## config.mk

```make
export PLATFORM = sky130hd
export DESIGN_NAME = resonator_sine_pcm_generator_top_flat
export DESIGN_NICKNAME = d
export VERILOG_FILES = /design/src/rtl/rspg_pkg.sv /design/src/rtl/rspg_ifs.sv /design/src/rtl/rspg_recur.sv /design/src/rtl/rspg_conv.sv /design/src/rtl/rspg_emit.sv /design/src/rtl/resonator_sine_pcm_generator_top.sv /design/src/flat_wrapper.sv
export SDC_FILE = /design/constraint.sdc
export NUM_CORES = 2
export LEC_CHECK = 0
export ABC_AREA = 1
export BUFFER_PORTS_ARGS = -buffer_cell sky130_fd_sc_hd__buf_2
export CAP_MARGIN = 20
export CORE_ASPECT_RATIO = 2
export CORE_MARGIN = 1.5
export CORE_UTILIZATION = 60
export CTS_CLUSTER_DIAMETER = 100
export DETAILED_ROUTE_END_ITERATION = 10
export PLACE_DENSITY = 0.74
export SYNTH_ARGS = -nofsm -noshare
export SYNTH_HDL_FRONTEND = slang
export SYNTH_SLANG_ARGS = --single-unit
```

## constraint.sdc

```tcl
create_clock -name clk -period 17.59 [get_ports clk]
set_input_delay 0.8795 -clock clk [delete_from_list [all_inputs] [get_ports clk]]
set_output_delay 0.8795 -clock clk [all_outputs]
set_load 0.005 [all_outputs]
```

## src/rtl/rspg_pkg.sv

```systemverilog
// ----------------------------------------------------------------------------
// rspg_pkg
// Shared widths, register codes, format codes and types of the resonator
// sine PCM generator.
// ----------------------------------------------------------------------------
`default_nettype none

package rspg_pkg;

    // Default sizes
    localparam int FRAC_BITS_DEF    = 30;
    localparam int MAX_CHANNELS_DEF = 8;

    // Port widths
    localparam int DATA_W    = 32;
    localparam int CFG_IDX_W = 3;
    localparam int INDEX_W   = 3;
    localparam int FMT_W     = 2;
    localparam int CCOUNT_W  = 4;

    // Widened channel count for compare against the channel limit (up to 63)
    localparam int CNT_EXT_W = 6;

    // Normalizing frame for the float path: magnitude is at most 2^30
    localparam int NORM_W = 31;
    localparam int LEAD_W = 5;

    // Register indexes
    localparam logic [CFG_IDX_W-1:0] REG_COEF       = 3'd0;
    localparam logic [CFG_IDX_W-1:0] REG_START_Y1   = 3'd1;
    localparam logic [CFG_IDX_W-1:0] REG_START_Y2   = 3'd2;
    localparam logic [CFG_IDX_W-1:0] REG_FORMAT     = 3'd3;
    localparam logic [CFG_IDX_W-1:0] REG_CHAN_COUNT = 3'd4;

    // Sample formats
    localparam logic [FMT_W-1:0] FMT_U8  = 2'd0;
    localparam logic [FMT_W-1:0] FMT_I16 = 2'd1;
    localparam logic [FMT_W-1:0] FMT_I32 = 2'd2;
    localparam logic [FMT_W-1:0] FMT_F32 = 2'd3;

    // Configuration register file
    typedef struct packed {
        logic signed [DATA_W-1:0] coef;
        logic signed [DATA_W-1:0] start_y1;
        logic signed [DATA_W-1:0] start_y2;
        logic [FMT_W-1:0]         fmt;
        logic [CCOUNT_W-1:0]      chan_count;
    } cfg_t;

    localparam cfg_t CFG_RESET = '{
        coef:       32'sd2140862955,
        start_y1:   -32'sd84244709,
        start_y2:   -32'sd167969728,
        fmt:        FMT_I16,
        chan_count: 4'd2
    };

    // New sample from the recurrence
    typedef struct packed {
        logic                     valid;
        logic signed [DATA_W-1:0] value;
    } samp_t;

    // Converted PCM word
    typedef struct packed {
        logic              valid;
        logic [DATA_W-1:0] word;
    } word_t;

endpackage

`default_nettype wire

```

## src/rtl/rspg_ifs.sv

```systemverilog
// ----------------------------------------------------------------------------
// rspg tick and PCM channels
// Valid/ready channels for tick requests and emitted PCM words.
// ----------------------------------------------------------------------------
`default_nettype none

interface rspg_tick_if;
    logic valid;
    logic ready;
    logic restart;

    modport source (output valid, output restart, input ready);
    modport sink   (input valid, input restart, output ready);
endinterface

interface rspg_pcm_if;
    import rspg_pkg::*;

    logic               valid;
    logic               ready;
    logic [DATA_W-1:0]  sample_word;
    logic [INDEX_W-1:0] channel_index;
    logic               last_of_frame;

    modport source (output valid, output sample_word, output channel_index,
                    output last_of_frame, input ready);
    modport sink   (input valid, input sample_word, input channel_index,
                    input last_of_frame, output ready);
endinterface

`default_nettype wire

```

## src/rtl/rspg_recur.sv

```systemverilog
// ----------------------------------------------------------------------------
// rspg_recur
// Two-pole resonator step y0 = coef*y1 - y2 with rounding and saturation;
// holds the oscillator state and registers the new sample.
// ----------------------------------------------------------------------------
`default_nettype none

module rspg_recur #(
    parameter int FRAC_BITS = rspg_pkg::FRAC_BITS_DEF
) (
    input  wire logic          clk,
    input  wire logic          rst_n,
    input  wire rspg_pkg::cfg_t cfg,
    input  wire logic          in_valid,
    output logic               in_ready,
    input  wire logic          restart,
    output rspg_pkg::samp_t    y,
    input  wire logic          y_ready
);
    import rspg_pkg::*;

    localparam longint ONE_L  = longint'(1) << FRAC_BITS;
    localparam longint SAT_HI = (2 * ONE_L > 64'sd2147483647) ? 64'sd2147483647 : 2 * ONE_L;
    localparam longint SAT_LO = (-2 * ONE_L < -64'sd2147483648) ? -64'sd2147483648
                                                                : -2 * ONE_L;
    localparam logic signed [63:0] HALF = 64'sd1 <<< (FRAC_BITS - 1);

    logic signed [DATA_W-1:0] y1_reg, y2_reg;
    logic signed [DATA_W-1:0] y0_reg;
    logic                     valid_reg;

    logic signed [DATA_W-1:0] y1_sel, y2_sel;
    logic signed [63:0]       prod, rnd, y0_full;
    logic signed [DATA_W-1:0] y0_next;
    logic                     accept;

    assign in_ready = !valid_reg || y_ready;
    assign accept   = in_valid && in_ready;

    // Restart reloads the start values ahead of this tick
    assign y1_sel = restart ? cfg.start_y1 : y1_reg;
    assign y2_sel = restart ? cfg.start_y2 : y2_reg;

    // Product, round half up, subtract, saturate
    always_comb
    begin
        prod    = y1_sel * cfg.coef;
        rnd     = prod + HALF;
        y0_full = (rnd >>> FRAC_BITS) - 64'(y2_sel);
        if (y0_full > SAT_HI)
            y0_next = 32'(SAT_HI);
        else if (y0_full < SAT_LO)
            y0_next = 32'(SAT_LO);
        else
            y0_next = y0_full[DATA_W-1:0];
    end

    // Oscillator state
    always_ff @(posedge clk or negedge rst_n)
    begin
        if (!rst_n)
        begin
            y1_reg <= CFG_RESET.start_y1;
            y2_reg <= CFG_RESET.start_y2;
        end
        else if (accept)
        begin
            y1_reg <= y0_next;
            y2_reg <= y1_sel;
        end
    end

    // Sample register toward conversion
    always_ff @(posedge clk or negedge rst_n)
    begin
        if (!rst_n)
            valid_reg <= 1'b0;
        else if (accept)
            valid_reg <= 1'b1;
        else if (y_ready)
            valid_reg <= 1'b0;
    end

    always_ff @(posedge clk)
    begin
        if (accept)
            y0_reg <= y0_next;
    end

    assign y.valid = valid_reg;
    assign y.value = y0_reg;

endmodule

`default_nettype wire

```

## src/rtl/rspg_conv.sv

```systemverilog
// ----------------------------------------------------------------------------
// rspg_conv
// Clamps the sample to [-1, 1] and converts it to the selected PCM word:
// stage one finds sign, magnitude and leading one, stage two forms the word.
// ----------------------------------------------------------------------------
`default_nettype none

module rspg_conv #(
    parameter int FRAC_BITS = rspg_pkg::FRAC_BITS_DEF
) (
    input  wire logic            clk,
    input  wire logic            rst_n,
    input  wire rspg_pkg::cfg_t  cfg,
    input  wire rspg_pkg::samp_t y,
    output logic                 y_ready,
    output rspg_pkg::word_t      w,
    input  wire logic            w_ready
);
    import rspg_pkg::*;

    localparam logic signed [DATA_W-1:0] ONE_S   = 32'sd1 <<< FRAC_BITS;
    localparam logic [FRAC_BITS+1:0]     ONE_U   = (FRAC_BITS+2)'(1) << FRAC_BITS;
    localparam logic [7:0]               EXP_OFS = 8'(127 - FRAC_BITS);

    // Stage one registers
    logic                 v1_reg;
    logic                 neg_reg;
    logic [FRAC_BITS:0]   mag_reg;
    logic [LEAD_W-1:0]    lead_reg;

    // Stage two registers
    logic                 v2_reg;
    logic [DATA_W-1:0]    word_reg;

    logic                     s2_free;
    logic signed [DATA_W-1:0] clamped;
    logic [DATA_W-1:0]        abs_val;
    logic [NORM_W-1:0]        mag_in;
    logic [LEAD_W-1:0]        lead;

    logic [NORM_W-1:0]        mag_n;
    logic [NORM_W-1:0]        norm;
    logic [23:0]              q;
    logic                     round_up;
    logic [24:0]              q_rnd;
    logic [7:0]               exp_f;
    logic [DATA_W-1:0]        word_f32;

    logic [FRAC_BITS+1:0]     u;
    logic [FRAC_BITS+9:0]     p8;
    logic [FRAC_BITS+15:0]    p16;
    logic [FRAC_BITS+31:0]    p32;
    logic [15:0]              m16, i16;
    logic [DATA_W-1:0]        m32, i32;
    logic [DATA_W-1:0]        word_next;

    assign s2_free = !v2_reg || w_ready;
    assign y_ready = !v1_reg || s2_free;

    // Clamp, magnitude, leading one
    always_comb
    begin
        if (y.value > ONE_S)
            clamped = ONE_S;
        else if (y.value < -ONE_S)
            clamped = -ONE_S;
        else
            clamped = y.value;
        abs_val = clamped[DATA_W-1] ? 32'(-clamped) : 32'(clamped);
        mag_in  = NORM_W'(abs_val[FRAC_BITS:0]);
        lead    = '0;
        for (int i = 0; i < NORM_W; i++)
        begin
            if (mag_in[i])
                lead = LEAD_W'(i);
        end
    end

    always_ff @(posedge clk or negedge rst_n)
    begin
        if (!rst_n)
            v1_reg <= 1'b0;
        else if (y.valid && y_ready)
            v1_reg <= 1'b1;
        else if (s2_free)
            v1_reg <= 1'b0;
    end

    always_ff @(posedge clk)
    begin
        if (y.valid && y_ready)
        begin
            neg_reg  <= clamped[DATA_W-1];
            mag_reg  <= abs_val[FRAC_BITS:0];
            lead_reg <= lead;
        end
    end

    // Offset uint8: (one + c) * 255 / (2 * one)
    assign u  = neg_reg ? ONE_U - (FRAC_BITS+2)'(mag_reg) : ONE_U + (FRAC_BITS+2)'(mag_reg);
    assign p8 = {u, 8'b0} - (FRAC_BITS+10)'(u);

    // int16 and int32: magnitude times full scale, truncated, sign applied
    assign p16 = {mag_reg, 15'b0} - (FRAC_BITS+16)'(mag_reg);
    assign m16 = p16[FRAC_BITS+15:FRAC_BITS];
    assign i16 = neg_reg ? 16'(-m16) : m16;
    assign p32 = {mag_reg, 31'b0} - (FRAC_BITS+32)'(mag_reg);
    assign m32 = p32[FRAC_BITS+31:FRAC_BITS];
    assign i32 = neg_reg ? 32'(-m32) : m32;

    // float32: normalize to bit 30, round to nearest even on the low 7 bits
    always_comb
    begin
        mag_n    = NORM_W'(mag_reg);
        norm     = mag_n << (LEAD_W'(NORM_W - 1) - lead_reg);
        q        = norm[NORM_W-1:NORM_W-24];
        round_up = norm[6] && ((|norm[5:0]) || q[0]);
        q_rnd    = {1'b0, q} + 25'(round_up);
        exp_f    = 8'(lead_reg) + EXP_OFS + 8'(q_rnd[24]);
        if (mag_reg == '0)
            word_f32 = '0;
        else
            word_f32 = {neg_reg, exp_f, q_rnd[22:0]};
    end

    // Format select
    always_comb
    begin
        unique case (cfg.fmt)
            FMT_U8:  word_next = 32'(p8[FRAC_BITS+8:FRAC_BITS+1]);
            FMT_I16: word_next = 32'(i16);
            FMT_I32: word_next = i32;
            FMT_F32: word_next = word_f32;
            default: word_next = '0;
        endcase
    end

    always_ff @(posedge clk or negedge rst_n)
    begin
        if (!rst_n)
            v2_reg <= 1'b0;
        else if (s2_free)
            v2_reg <= v1_reg;
    end

    always_ff @(posedge clk)
    begin
        if (s2_free && v1_reg)
            word_reg <= word_next;
    end

    assign w.valid = v2_reg;
    assign w.word  = word_reg;

endmodule

`default_nettype wire

```

## src/rtl/rspg_emit.sv

```systemverilog
// ----------------------------------------------------------------------------
// rspg_emit
// Output register: repeats one PCM word once per channel and flags the last.
// ----------------------------------------------------------------------------
`default_nettype none

module rspg_emit #(
    parameter int MAX_CHANNELS = rspg_pkg::MAX_CHANNELS_DEF
) (
    input  wire logic            clk,
    input  wire logic            rst_n,
    input  wire rspg_pkg::cfg_t  cfg,
    input  wire rspg_pkg::word_t w,
    output logic                 w_ready,
    rspg_pcm_if.source           pcm
);
    import rspg_pkg::*;

    localparam int CW = (MAX_CHANNELS > 1) ? $clog2(MAX_CHANNELS) : 1;
    localparam logic [CNT_EXT_W-1:0] MAX_C = CNT_EXT_W'(MAX_CHANNELS);

    logic              valid_reg;
    logic [CW-1:0]     chan_reg;
    logic [DATA_W-1:0] word_reg;

    logic [CNT_EXT_W-1:0] cc_ext, last_ext;
    logic [CW-1:0]        last_idx;
    logic                 is_last;
    logic                 take;
    logic [DATA_W-1:0]    chan_ext;

    // Channel count zero acts as one, above the limit acts as the limit
    always_comb
    begin
        cc_ext = CNT_EXT_W'(cfg.chan_count);
        if (cc_ext == '0)
            last_ext = '0;
        else if (cc_ext > MAX_C)
            last_ext = MAX_C - 1'b1;
        else
            last_ext = cc_ext - 1'b1;
    end

    assign last_idx = last_ext[CW-1:0];
    assign is_last  = (chan_reg == last_idx);
    assign take     = valid_reg && pcm.ready;
    assign w_ready  = !valid_reg || (pcm.ready && is_last);

    always_ff @(posedge clk or negedge rst_n)
    begin
        if (!rst_n)
        begin
            valid_reg <= 1'b0;
            chan_reg  <= '0;
        end
        else if (w.valid && w_ready)
        begin
            valid_reg <= 1'b1;
            chan_reg  <= '0;
        end
        else if (take)
        begin
            if (is_last)
                valid_reg <= 1'b0;
            else
                chan_reg <= chan_reg + 1'b1;
        end
    end

    always_ff @(posedge clk)
    begin
        if (w.valid && w_ready)
            word_reg <= w.word;
    end

    assign chan_ext          = DATA_W'(chan_reg);
    assign pcm.valid         = valid_reg;
    assign pcm.sample_word   = word_reg;
    assign pcm.channel_index = chan_ext[INDEX_W-1:0];
    assign pcm.last_of_frame = is_last;

endmodule

`default_nettype wire

```

## src/rtl/resonator_sine_pcm_generator_top.sv

```systemverilog
// Latency: an accepted tick passes the recurrence register, the conversion
// stages (normalize, convert) and the output register; its words then leave
// one per cycle while the PCM sink is ready. Throughput: each tick yields N
// words, N the effective channel count (1 to MAX_CHANNELS).
// Reset: control and configuration registers take their reset values; the
// oscillator state loads the reset start values; no clearing pass.
// ----------------------------------------------------------------------------
// resonator_sine_pcm_generator_top
// Two-pole resonator sine source with configurable PCM format and channel
// replication.
// ----------------------------------------------------------------------------
`default_nettype none

module resonator_sine_pcm_generator_top #(
    parameter int MAX_CHANNELS = rspg_pkg::MAX_CHANNELS_DEF,
    parameter int FRAC_BITS    = rspg_pkg::FRAC_BITS_DEF
) (
    input  wire logic                              clk,
    input  wire logic                              rst_n,
    rspg_tick_if.sink                              tick,
    rspg_pcm_if.source                             pcm,
    input  wire logic                              cfg_wr_en,
    input  wire logic [rspg_pkg::CFG_IDX_W-1:0]    cfg_index,
    input  wire logic [rspg_pkg::DATA_W-1:0]       cfg_data
);
    import rspg_pkg::*;

    cfg_t  cfg_reg;
    samp_t y_s;
    logic  y_ready;
    word_t w_s;
    logic  w_ready;
    logic  tick_ready;

    // Configuration registers
    always_ff @(posedge clk or negedge rst_n)
    begin
        if (!rst_n)
            cfg_reg <= CFG_RESET;
        else if (cfg_wr_en)
        begin
            unique case (cfg_index)
                REG_COEF:       cfg_reg.coef       <= cfg_data;
                REG_START_Y1:   cfg_reg.start_y1   <= cfg_data;
                REG_START_Y2:   cfg_reg.start_y2   <= cfg_data;
                REG_FORMAT:     cfg_reg.fmt        <= cfg_data[FMT_W-1:0];
                REG_CHAN_COUNT: cfg_reg.chan_count <= cfg_data[CCOUNT_W-1:0];
                default:        ;
            endcase
        end
    end

    // Resonator step
    rspg_recur #(
        .FRAC_BITS (FRAC_BITS)
    ) u_recur (
        .clk      (clk),
        .rst_n    (rst_n),
        .cfg      (cfg_reg),
        .in_valid (tick.valid),
        .in_ready (tick_ready),
        .restart  (tick.restart),
        .y        (y_s),
        .y_ready  (y_ready)
    );

    assign tick.ready = tick_ready;

    // PCM conversion
    rspg_conv #(
        .FRAC_BITS (FRAC_BITS)
    ) u_conv (
        .clk     (clk),
        .rst_n   (rst_n),
        .cfg     (cfg_reg),
        .y       (y_s),
        .y_ready (y_ready),
        .w       (w_s),
        .w_ready (w_ready)
    );

    // Channel replication
    rspg_emit #(
        .MAX_CHANNELS (MAX_CHANNELS)
    ) u_emit (
        .clk     (clk),
        .rst_n   (rst_n),
        .cfg     (cfg_reg),
        .w       (w_s),
        .w_ready (w_ready),
        .pcm     (pcm)
    );

endmodule

`default_nettype wire

```

## src/flat_wrapper.sv

```systemverilog
// flat-port wrapper written by rule: the top's interface ports become plain ports
module resonator_sine_pcm_generator_top_flat import rspg_pkg::*;
#(
    parameter int MAX_CHANNELS = rspg_pkg::MAX_CHANNELS_DEF,
    parameter int FRAC_BITS    = rspg_pkg::FRAC_BITS_DEF
)
  (clk, rst_n, cfg_wr_en, cfg_index, cfg_data, tick_valid, tick_restart, tick_ready, pcm_valid, pcm_sample_word, pcm_channel_index, pcm_last_of_frame, pcm_ready);
  rspg_tick_if tick_i ();
  rspg_pcm_if pcm_i ();
  input  wire logic clk;
  input  wire logic rst_n;
  input  wire logic cfg_wr_en;
  input  wire logic [rspg_pkg::CFG_IDX_W-1:0] cfg_index;
  input  wire logic [rspg_pkg::DATA_W-1:0] cfg_data;
  input wire logic [$bits(tick_i.valid)-1:0] tick_valid;
  input wire logic [$bits(tick_i.restart)-1:0] tick_restart;
  output wire logic [$bits(tick_i.ready)-1:0] tick_ready;
  output wire logic [$bits(pcm_i.valid)-1:0] pcm_valid;
  output wire logic [$bits(pcm_i.sample_word)-1:0] pcm_sample_word;
  output wire logic [$bits(pcm_i.channel_index)-1:0] pcm_channel_index;
  output wire logic [$bits(pcm_i.last_of_frame)-1:0] pcm_last_of_frame;
  input wire logic [$bits(pcm_i.ready)-1:0] pcm_ready;
  assign tick_i.valid = tick_valid;
  assign tick_i.restart = tick_restart;
  assign tick_ready = tick_i.ready;
  assign pcm_valid = pcm_i.valid;
  assign pcm_sample_word = pcm_i.sample_word;
  assign pcm_channel_index = pcm_i.channel_index;
  assign pcm_last_of_frame = pcm_i.last_of_frame;
  assign pcm_i.ready = pcm_ready;
  resonator_sine_pcm_generator_top #(.MAX_CHANNELS(MAX_CHANNELS), .FRAC_BITS(FRAC_BITS)) u_core (.clk(clk), .rst_n(rst_n), .tick(tick_i), .pcm(pcm_i), .cfg_wr_en(cfg_wr_en), .cfg_index(cfg_index), .cfg_data(cfg_data));
endmodule
```

==> metrics.md, run 1 <==
| Metric | Value |
|---|---|
| Status | `stopped before the end` |
| Fail Step | `5_1_grt` |
| Error message | `[ERROR GRT-0116] Global routing finished with congestion. Check the congestion regions in the DRC Viewer.` |
| Xor-xnor portion of the synthesized cell area | `2.89%` |
| Die W | `220 microns` |
| Synth Area per Inst | `8.21 sq um` |
| Simple-gate share of the synthesized area | `16.9%` |
| Largest family of logic cells by synthesized area | `adder cells` |
| Synth Area in Adders | `44.4%` |
| Multiplexer share of the synthesized area | `0.783%` |
| Largest net degree at the start of global routing | `95` |
| Initial core utilization | `60.6%` |
| Row count | `158` |
| Async set-or-reset flop fraction in the synthesized netlist | `56.5%` |
| Port Buffer Count | `78` |
| Global-route wire length before repair | `443000 microns` |
| I/O pin total | `79` |
| Cell variety after synth | `69` |
| CTS Sinks | `306` |
| Post-Syn Nets | `8237` |
| GRT Resource Usage Total | `64.1%` |
| Ys flop type | `edfxtp_1` |
| Most area-consuming cells after synthesis | `fa_1, inv_1, nand2_1` |
| Post-synthesis sequential area ratio | `15.0%` |
| Top-count cell post-synth | `inv_1` |
| Post-Syn Area | `56300 sq um` |
| Complex-gate fraction of the synthesized area | `7.81%` |
| H-tree Lvls | `1` |
| Clock Tree Root | `clkbuf_16` |
| Number of global-route vias before repair | `58900` |
| Total gr overflow | `448` |
| Post-synth EDFFs | `133` |
| Clock buffer depth | `3` |
| Share of the synthesized area in the top cell type | `38.5%` |
| Synth area leader | `fa_1` |
| Post-CTS setup repair buffer count | `0` |
| Synthesis Warnings | `0` |
| Hpwl dp | `193000 microns` |
| Syn Inst Count | `6851` |
| GP Congestion | `1.27` |
| Flops & latches, synth | `306` |
| Post_cts resized | `0` |
| Synth cell count leaders | `inv_1, nand2_1, fa_1` |
| Die H | `436 microns` |
| Hold buffers post-CTS | `0` |
| Number of CTS-inserted buffers | `30` |
kinds of logic after synthesis:
logic type / count (synthesis)
AOI/OAI and AO/OA: 797
adders and majority gates: 1345
xor gates and xnor gates: 183
muxes: 44
and+or+nand+nor: 2350
buffers and inverters: 1826
DFF: 306
layer usage:
metal / global-route usage [%] / GRT overflow
met2: 88.9 / 255
met5: 11.4 / 0
met3: 41.0 / 1
met1: 62.0 / 1
met4: 62.9 / 191
stage by stage:
| stage | worst slack (ns) | instance area [sq um] | util (%) | std cells | hold WS [ns] |
|---|---|---|---|---|---|
| floorplan | 6.68 | 56300 | - | 6851 | 0.400 |
| global placement | 4.75 | 58100 | 62.5 | 7971 | 0.401 |
| detailed placement | 4.61 | 58100 | 62.5 | 7972 | 0.405 |
| CTS | 5.24 | 59200 | 63.7 | 8028 | 0.178 |
==> inputs of run 2 (changes only) <==
--- a/config.mk
+++ b/config.mk
@@ -8,12 +8,10 @@
 export ABC_AREA = 1
 export BUFFER_PORTS_ARGS = -buffer_cell sky130_fd_sc_hd__buf_2
 export CAP_MARGIN = 20
-export CORE_ASPECT_RATIO = 2
 export CORE_MARGIN = 1.5
-export CORE_UTILIZATION = 60
-export CTS_CLUSTER_DIAMETER = 100
+export CORE_UTILIZATION = 40
 export DETAILED_ROUTE_END_ITERATION = 10
-export PLACE_DENSITY = 0.74
+export PLACE_DENSITY_LB_ADDON = 0.15
 export SYNTH_ARGS = -nofsm -noshare
 export SYNTH_HDL_FRONTEND = slang
 export SYNTH_SLANG_ARGS = --single-unit
==> run 2 against run 1 <==
The run now ends clean. Synthesized cell count stayed put. Area after synthesis stayed put.
==> metrics.md, run 2 <==
| Metric | Value |
|---|---|
| Status | `finished clean (was stopped before the end)` |
| Worst Tran Pin Value | `1.08 ns` |
| Critical path arrival | `13.74 ns` |
| Clock buffer depth | `3 (unchanged)` |
| Slew Viols, Final | `0` |
| Hpwl dp | `160000 microns (was 193000 microns)` |
| Final #Nets | `8183` |
| Cell variety after synth | `69 (unchanged)` |
| Startpoint Class | `primary input` |
| DRT antenna net count | `0` |
| Hold buffers post-CTS | `0 (unchanged)` |
| Post-synthesis sequential area ratio | `15.0% (unchanged)` |
| Req. time, crit path | `18.08 ns` |
| Detailed-route via count | `45600` |
| Max-cap violations | `0` |
| Share of cells above drive strength 1 | `6.65%` |
| Most area-consuming cells after synthesis | `fa_1, inv_1, nand2_1 (unchanged)` |
| CP Depth | `48` |
| Critical Path Slowest Stage Cell | `clkinv_1` |
| Worst Path Max Fanout | `62` |
| P&R area growth vs syn | `6.67%` |
| Final setup fails | `0` |
| Post-Syn Area | `56300 sq um (unchanged)` |
| Top-count cell post-synth | `inv_1 (unchanged)` |
| R2R depth | `42` |
| Largest stage delay, worst path | `0.70 ns` |
| Ant. Diodes | `0` |
| Post-CTS setup repair buffer count | `0 (unchanged)` |
| Total gr overflow | `0` |
| DR iter-0 viols | `4297` |
| Post-synth EDFFs | `133 (unchanged)` |
| Sequential Area | `8450 sq um` |
| DRT Pass-1 Iters | `6` |
| Share of the synthesized area in the top cell type | `38.5% (unchanged)` |
| H-tree Lvls | `2 (was 1)` |
| Synth area leader | `fa_1 (unchanged)` |
| Syn Inst Count | `6851 (unchanged)` |
| Total wire length | `198000 microns` |
| F_max | `75.5 MHz` |
| Post-Syn Nets | `8237 (unchanged)` |
| Final hold vios | `0` |
| Flops & latches, synth | `306 (unchanged)` |
| CTS clk-pin slew, worst paths | `0.06 ns` |
| CTS tree | `done` |
| Post_cts resized | `0 (unchanged)` |
| Commonest non-fill, non-tap cell in the layout | `inv_1` |
| Number of global-route vias before repair | `47300` |
| Final Skew | `0.0185 ns` |
| Largest net degree at the start of global routing | `96` |
| DRC viols | `0` |
| Clock latency on the worst-skew pair | `0.58 ns` |
| Commonest non-fill, non-tap cells in the layout | `inv_1, nand2_1, fa_1` |
| Hold WC Path Type | `in -> async` |
| Synth Area per Inst | `8.21 sq um (unchanged)` |
| Number of CTS-inserted buffers | `37 (was 30)` |
| I/O pin total | `79 (unchanged)` |
| Row count | `137 (was 158)` |
| Synth cell count leaders | `inv_1, nand2_1, fa_1 (unchanged)` |
| Crit path top cell by count | `nand2_1` |
| Synthesis Warnings | `0 (unchanged)` |
| CTS Sinks | `306 (unchanged)` |
| Tcrit/Tclk final | `75.3%` |
| Wire per inst | `22.8 microns` |
| Fillers | `14200` |
| GP Congestion | `0.973 (was 1.27)` |
| Ys flop type | `edfxtp_1 (unchanged)` |
| Max reg flops | `102` |
| Critical path buffers and inverters | `12` |
| Async set-or-reset flop fraction in the synthesized netlist | `56.5% (unchanged)` |
| Pre-CTS WS | `3.93 ns (was 4.61 ns)` |
| Clock Tree Root | `clkbuf_16 (unchanged)` |
| Die area | `143000 sq um` |
| Die W | `378 microns (was 220 microns)` |
| Initial antenna violation count | `9` |
| Area of the multi-input gates | `41000 sq um` |
| Vias/cell | `5.24` |
| Setup ws final | `4.34 ns` |
| Initial core utilization | `40.3% (was 60.6%)` |
| Global-route wire length before repair | `302000 microns` |
| Max_slew headroom | `27.4%` |
| CP Capture Type | `flip-flop` |
| Die H | `378 microns (was 436 microns)` |
| Top Family by Delay on Critical Path | `adder cells` |
| RSZ-0062 raised after global routing | `no` |
| Port Buffer Count | `78 (unchanged)` |
| Setup_tns | `0 ns` |
| WS Path Type | `in -> reg` |
| Core ar. | `140000 sq um` |
| Minimum clock period | `13.25 ns` |
| GRT Resource Usage Total | `28.5%` |
run 2: cell counts after synthesis:
Identical to the previous run, type by type.
run 2: kinds of logic after synthesis:
kind of cell / share of synthesized area [%]
AOI/OAI and AO/OA: 7.81
adders and majority gates: 44.4
and+or+nand+nor: 16.9
DFF: 15.0
buffers and inverters: 12.2
muxes: 0.783
xor gates and xnor gates: 2.89
run 2: through the flow:
stage                     util, %  area (sq um)  hold slack, ns  cells
final                        43.0         60000           0.335   8702
after global routing         43.0         60000           0.378   8702
after global placement       42.2         58800           0.401   8631
after detailed placement     42.2         58900           0.405   8632
after CTS                    43.0         60000           0.343   8700
after floorplan                 -         56300           0.400   6851
run 2: layer usage:
| metal | up-vias | part of all wire (%) | track usage, % |
|---|---|---|---|
| met5 | - | 0.034 | 0 |
| met1 | 23100 | 44 | 40.8 |
| met4 | 8 | 3.7 | 8.95 |
| met3 | 323 | 8.0 | 4.47 |
| li1 | 20400 | - | - |
| met2 | 1738 | 44 | 44.3 |
run 2: worst paths after layout:
path | start | end | slack, ns
worst min register to register | u_core.u_conv.word_reg[2] | u_core.u_emit.pcm.sample_word[2] | 0.40
worst max register to register | u_core.cfg_reg[78] | u_core.u_recur.y1_reg[0] | 5.05
worst max-delay path | tick_restart | u_core.u_recur.y1_reg[0] | 4.34
max in group asynchronous | rst_n | u_core.cfg_reg[95] | 15.48
worst min-delay path | rst_n | u_core.cfg_reg[74] | 0.34
min in group clk | u_core.u_conv.word_reg[2] | u_core.u_emit.pcm.sample_word[2] | 0.40
run 2: area by class of cell:
class                      instances  area share, %
inverter                        1546           9.67
tap                             1876           3.91
clock inverter                    19          0.221
clock buffer                      49           1.65
multi-input combinational       4719           68.4
timing repair buffer             187           2.08
sequential                       306           14.1
Power of run 2 is left out: the tool's default activity adds up to more than one toggle a clock period on the data nets, which glitch-free logic cannot reach.
